## src/hdl/obb_pkg.sv

```systemverilog
`timescale 1ns / 1ps
// ----------------------------------------------------------------------------
// obb_pkg: shared types and constants of the oriented-box overlap test
// Payload structs, configuration register codes and the axis set that the
// front hands to the back through the queue.
// ----------------------------------------------------------------------------
package obb_pkg;

  localparam int NUM_AXES    = 15;
  localparam int QUEUE_DEPTH = 2;

  localparam logic [3:0] SEP_NONE = 4'(NUM_AXES);

  typedef logic [2:0][15:0] vec3_t;
  typedef logic [2:0][16:0] dvec3_t;

  typedef struct packed {
    logic [47:0] a_center;
    logic [47:0] b_center;
    logic [47:0] b_axis_x;
    logic [47:0] b_axis_y;
    logic [47:0] b_axis_z;
    logic [47:0] b_half_sizes;
  } in_item_t;

  typedef struct packed {
    logic       overlap;
    logic [3:0] separating_axis;
  } out_item_t;

  typedef struct packed {
    logic [47:0] a_axis_x;
    logic [47:0] a_axis_y;
    logic [47:0] a_axis_z;
    logic [47:0] a_half_sizes;
  } cfg_t;

  typedef enum logic [1:0] {
    CFG_A_AXIS_X     = 2'd0,
    CFG_A_AXIS_Y     = 2'd1,
    CFG_A_AXIS_Z     = 2'd2,
    CFG_A_HALF_SIZES = 2'd3
  } cfg_index_t;

  typedef struct packed {
    logic [NUM_AXES-1:0][2:0][15:0] axis;
    dvec3_t                         d;
    vec3_t                          b_ext;
  } axis_set_t;

  function automatic logic [15:0] mag16(input logic [15:0] x);
    mag16 = x[15] ? 16'(-x) : x;
  endfunction

endpackage

```

## src/hdl/obb_queue.sv

```systemverilog
`timescale 1ns / 1ps
// ----------------------------------------------------------------------------
// obb_queue: short queue between front and back
// Two-entry register queue that holds complete axis sets.
// ----------------------------------------------------------------------------
module obb_queue (
  input  logic                clk,
  input  logic                rst_n,
  input  logic                push_valid,
  output logic                push_ready,
  input  obb_pkg::axis_set_t  push_data,
  output logic                pop_valid,
  input  logic                pop_ready,
  output obb_pkg::axis_set_t  pop_data
);

  obb_pkg::axis_set_t mem_r [obb_pkg::QUEUE_DEPTH];
  logic               wr_ptr_r, wr_ptr_nxt;
  logic               rd_ptr_r, rd_ptr_nxt;
  logic [1:0]         count_r, count_nxt;
  logic               push, pop;

  assign push_ready = count_r != 2'(obb_pkg::QUEUE_DEPTH);
  assign pop_valid  = count_r != 2'd0;
  assign push       = push_valid && push_ready;
  assign pop        = pop_valid && pop_ready;
  assign pop_data   = mem_r[rd_ptr_r];

  always_comb begin
    wr_ptr_nxt = push ? wr_ptr_r + 1'b1 : wr_ptr_r;
    rd_ptr_nxt = pop ? rd_ptr_r + 1'b1 : rd_ptr_r;
    count_nxt  = count_r + {1'b0, push} - {1'b0, pop};
  end

  always_ff @(posedge clk) begin
    if (!rst_n) begin
      wr_ptr_r <= 1'b0;
      rd_ptr_r <= 1'b0;
      count_r  <= 2'd0;
    end else begin
      wr_ptr_r <= wr_ptr_nxt;
      rd_ptr_r <= rd_ptr_nxt;
      count_r  <= count_nxt;
    end
  end

  always_ff @(posedge clk) begin
    if (push) begin
      mem_r[wr_ptr_r] <= push_data;
    end
  end

endmodule

```

## config.mk

```make
export PLATFORM = sky130hd
export DESIGN_NAME = obb_queue
export DESIGN_NICKNAME = d
export VERILOG_FILES = /design/src/hdl/obb_pkg.sv /design/src/hdl/obb_queue.sv
export SDC_FILE = /design/constraint.sdc
export NUM_CORES = 1
export LEC_CHECK = 0
export BUFFER_PORTS_ARGS = -buffer_cell sky130_fd_sc_hd__buf_4
export CELL_PAD_IN_SITES_DETAIL_PLACEMENT = 1
export CELL_PAD_IN_SITES_GLOBAL_PLACEMENT = 2
export CORE_AREA = 5 5 643 645
export DETAILED_ROUTE_END_ITERATION = 8
export DIE_AREA = 0 0 648 650
export PLACE_DENSITY = 0.48
export SLEW_MARGIN = 20
export SYNTH_ARGS = -nofsm -noshare
export SYNTH_HDL_FRONTEND = slang
export SYNTH_SLANG_ARGS = --single-unit
```

## constraint.sdc

```tcl
create_clock -name clk -period 28.3 [get_ports clk]
set_clock_uncertainty 0.05 [all_clocks]
set_input_delay 2.83 -clock clk [delete_from_list [all_inputs] [get_ports clk]]
set_output_delay 2.83 -clock clk [all_outputs]
set_load 0.01 [all_outputs]
```

Word-level counts from Yosys, hierarchy flattened
Memories as Yosys holds them, arrays and structs flattened. A register that Yosys moved wholly into a read port is not among the register bits. Cells that the tools add are included.

Add/sub/neg operators: 4. Equality and inequality tests: 1. Mux-type cells: 4. Reduce and logical (&&, ||, !) cells: 3.

Operators with widths (count): $mux 1 (4); $add 1x1->1 const B (2); $add 2x1->2 (1); $logic_and 1x1->1 (2); $ne 2x2->1 const B (1); $reduce_bool 2->1 (1); $sub 2x1->2 (1).

Bits in registers: 4. RAM bits: 1638. Input bits: 823. Output and inout port bits: 821. Logic and storage cells: 16. Memories kept: 1.

Memories: mem_r (words 2, bits a word 819, rd ports 1, clocked after memory_dff 1, write ports 1, line obb_queue.sv:17) `obb_pkg::axis_set_t mem_r [obb_pkg::QUEUE_DEPTH];`.

Logic depth before layout (Yosys ltp)
Depth after elaboration: 4. Mapped depth: 6. Gate-level depth less buffers: 6.

Worst setup path after synthesis
Ideal clock, no wire load.

Path kind: input-to-reg. Start point: input push_valid. End point: memory mem_r[1][0] (netlist bit) (enable). Library setup time: 1301 ps. Data arrival time: 21398 ps. Required time: 26949 ps. Setup slack: 5551 ps. Stages: 1. Buffers on the path: 0. Cells stage by stage: and3_1.

Cells in the longest elaborated chain, start to end: 3.

Ends and longest elaborated chain: start, declared (line obb_queue.sv:9) `input logic push_valid,`; $logic_and 1x1->1 (line obb_queue.sv:25) `assign push = push_valid && push_ready;`; $mux 1 (line obb_queue.sv:48) `if (push) begin`; $mux 1 (implied by the code) (line obb_queue.sv:49) `mem_r[wr_ptr_r] <= push_data;`; end, declared (line obb_queue.sv:17).

Every way passes these cells.

==> impl_metrics.json <==
{
  "ys_warn_count": 0,
  "yosys-top-cells-area": "edfxtp_1, mux2_2, buf_6",
  "grt-ovfl-total": 0,
  "end_kind": "output pin",
  "cts_tree": "built",
  "post-route-min-period_ns": 8.39,
  "drc": 0,
  "cts_max_level": 4,
  "clockBufferDepth": 4,
  "post_synth_instance_area_um2": 59700,
  "dp_hpwl_um": 231000,
  "clock_sinks": 1643,
  "seq_area_um2": 49300,
  "gp_congestion": 0.894,
  "synth_common_cells": "edfxtp_1, mux2_2, buf_6",
  "p_leak_nw": 29.7,
  "synth-compound-area-share": 0.000901,
  "layout.nets": 5202,
  "grt_use_total": 0.130,
  "synth_top_cell_by_area": "edfxtp_1",
  "min_period_over_period": 0.296,
  "postCtsHoldBufs": 0,
  "dieHeight_um": 650,
  "synth.most_common_cell": "edfxtp_1",
  "switching_share": 0.288,
  "slew_headroom": 0.163,
  "antenna_left": 0,
  "grt_setup_unrepaired": "false",
  "setup_viol": 0,
  "critPathBufInv": 5,
  "p_int_mw": 5.23,
  "synthCells": 2577,
  "avgRoutedWirePerCell_um": 28.7,
  "yosysTopAreaCellShare": 0.824,
  "path_cells": "buf_12 -> buf_4 -> buf_4 -> buf_4 -> mux2_2 -> buf_4",
  "clkPwrFrac": 0.351,
  "worst_pin_slew_ns": 1.26,
  "grt_pass1_vias": 35294,
  "yosysSeqAreaShare": 0.826,
  "final_hold_viol_count": 0,
  "hp-class": "flop to flop",
  "start_util": 0.146,
  "p_sw_mw": 2.12,
  "final_util": 0.208,
  "synth_top_family_by_area": "multiplexers",
  "grt_pass1_wl_um": 363000,
  "synth_flop_cell": "edfxtp_1",
  "arrival_ns": 5.51,
  "yosys.area_share.simple": 0.00124,
  "vias": 33216,
  "cp-start-kind": "flop",
  "slew_viol_final": 0,
  "first_pass_iters": 4,
  "clock_latency_ns": 0.90,
  "io_pins": 1644,
  "ir_worst_vdd_mv": 0.0499,
  "dieWidth_um": 648,
  "pwr-share-seq": 0.412,
  "drive_gt1_frac": 0.615,
  "synth_nets": 3401,
  "grt_max_degree": 140,
  "row_count": 235,
  "cp_max_fo": 139,
  "synth_edf_count": 1638,
  "drt_iter0_markers": 1928,
  "root_buffer": "clkbuf_16",
  "path_class": "flop to output pin",
  "cts_made_buffers": 206,
  "path_clk_slew_ns": 0.06,
  "critical-path-slowest-cell": "dfxtp_4",
  "drv_cap": 0,
  "synth_xor_area_frac": 0.000147,
  "synthArstFlopShare": 0,
  "path_delay_family": "buffers and inverters",
  "syn_to_final_growth_pct": 42.2,
  "max_freq_ghz": 0.119,
  "pwr-share-comb": 0.237,
  "synth_fa_ha_area_frac": 0.000210,
  "crit_top_cell": "buf_4",
  "core-area_um2": 408000,
  "totalWireLength_um": 287000,
  "cp.required_ns": 25.42,
  "nFillCells": 44273,
  "tns_ns": 0,
  "cts_resized": 0,
  "multi_input_area_um2": 9390,
  "cp_slowest_stage_delay_ns": 0.80,
  "outcome": "complete, no violations",
  "synth-seq-cells": 1643,
  "die_area_um2": 421000,
  "cts_setup_buffers": 0,
  "ys_types": 22,
  "antenna_found_initial": 186,
  "io_buffers": 1643,
  "synth_area_per_cell_um2": 23.2,
  "synthMuxAreaShare": 0.155,
  "power_density_nw_per_um2": 86.6,
  "vias_per_cell": 3.32
}
[power groups by stage]
stage               registers, mW  logic [mW]  clock network [mW]
floorplan                    3.27       0.819                   0
global placement             3.07        1.81                   0
detailed placement           3.08        1.81                   0
CTS                          3.03        1.82                2.70
global route                 3.04        1.85                2.80
finish                       3.03        1.74                2.58
[worst paths after layout]
kind | start | slack, ns | cells after the start | to
setup reg to reg | count_r[0]$_SDFF_PN0_ | 22.93 | 7 | mem_r[1][552]$_DFFE_PP_
setup / recovery | flop | 19.91 | 6 | pop_data[503]
hold / removal | rd_ptr_r$_SDFFE_PN0P_ | 0.54 | 2 | flop
hold reg to reg | rd_ptr_r$_SDFFE_PN0P_ | 0.54 | 2 | flop
[through the flow]
stage | power [mW] | std cells | hold WS [ns] | setup WS, ns | cell area, µm²
5_1_grt | 7.68 | 9996 | 0.577 | 19.68 | 84900
6_report | 7.35 | 10018 | 0.540 | 19.91 | 84900
3_5_place_dp | 4.89 | 9619 | 0.525 | 20.75 | 78200
2_1_floorplan | 4.09 | 2577 | 0.479 | 5.55 | 59700
4_1_cts | 7.55 | 9991 | 0.549 | 19.76 | 84800
3_3_place_gp | 4.88 | 9618 | 0.517 | 20.64 | 78200
[tightest hold or removal path, delay by kind of cell, from the launching register on]
family	cells	cell delay [ns]
DFF	1	0.33
and+or+nand+nor	1	0.15
xor gates and xnor gates	1	0.08
[placed cells by master (no fill, tap or decap), types with 2 or more instances in the layout]
cell type      n
clkinv_1      49
inv_6          6
clkbuf_1      37
nand2b_1       2
and2_1         3
mux2_2       819
inv_8          2
clkinv_16      4
clkinv_4       3
clkinv_2      31
bufinv_16     17
diode_2       25
clkbuf_16    208
edfxtp_1    1638
a21bo_2        2
buf_16         3
inv_16         4
clkinvlp_4    11
buf_4       1677
buf_12         4
nor2_1         2
dfxtp_1        4
o21ai_0        2
[cell families after synthesis]
group / after synthesis
and+or+nand+nor: 13
xor gates and xnor gates: 1
adders and majority gates: 1
DFF: 1643
muxes: 820
buffers and inverters: 92
AOI/OAI and AO/OA: 7
[sequential cells by signal, indices dropped and copies added, names as in the netlist, named ones only]
| name | flops |
|---|---|
| rd_ptr_r | 1 |
| mem_r | 1638 |
| count_r | 2 |
| wr_ptr_r | 1 |
[layout make-up]
class,count,share of cell area
clock buffer,245,0.0629
inverter,1,0.000133
antenna,25,0.000737
sequential,1643,0.581
timing repair buffer,1684,0.150
tap,5451,0.0803
clock inverter,127,0.0146
multi-input combinational,842,0.111
[metal layers]
layer	track usage	up-vias	routed length, µm
met3	0.0619	566	30700
met2	0.237	1388	149000
met5	0	-	977
met1	0.131	17093	98100
met4	0.0320	144	8520
li1	-	14025	-
(Power assumes the default switching activity.)
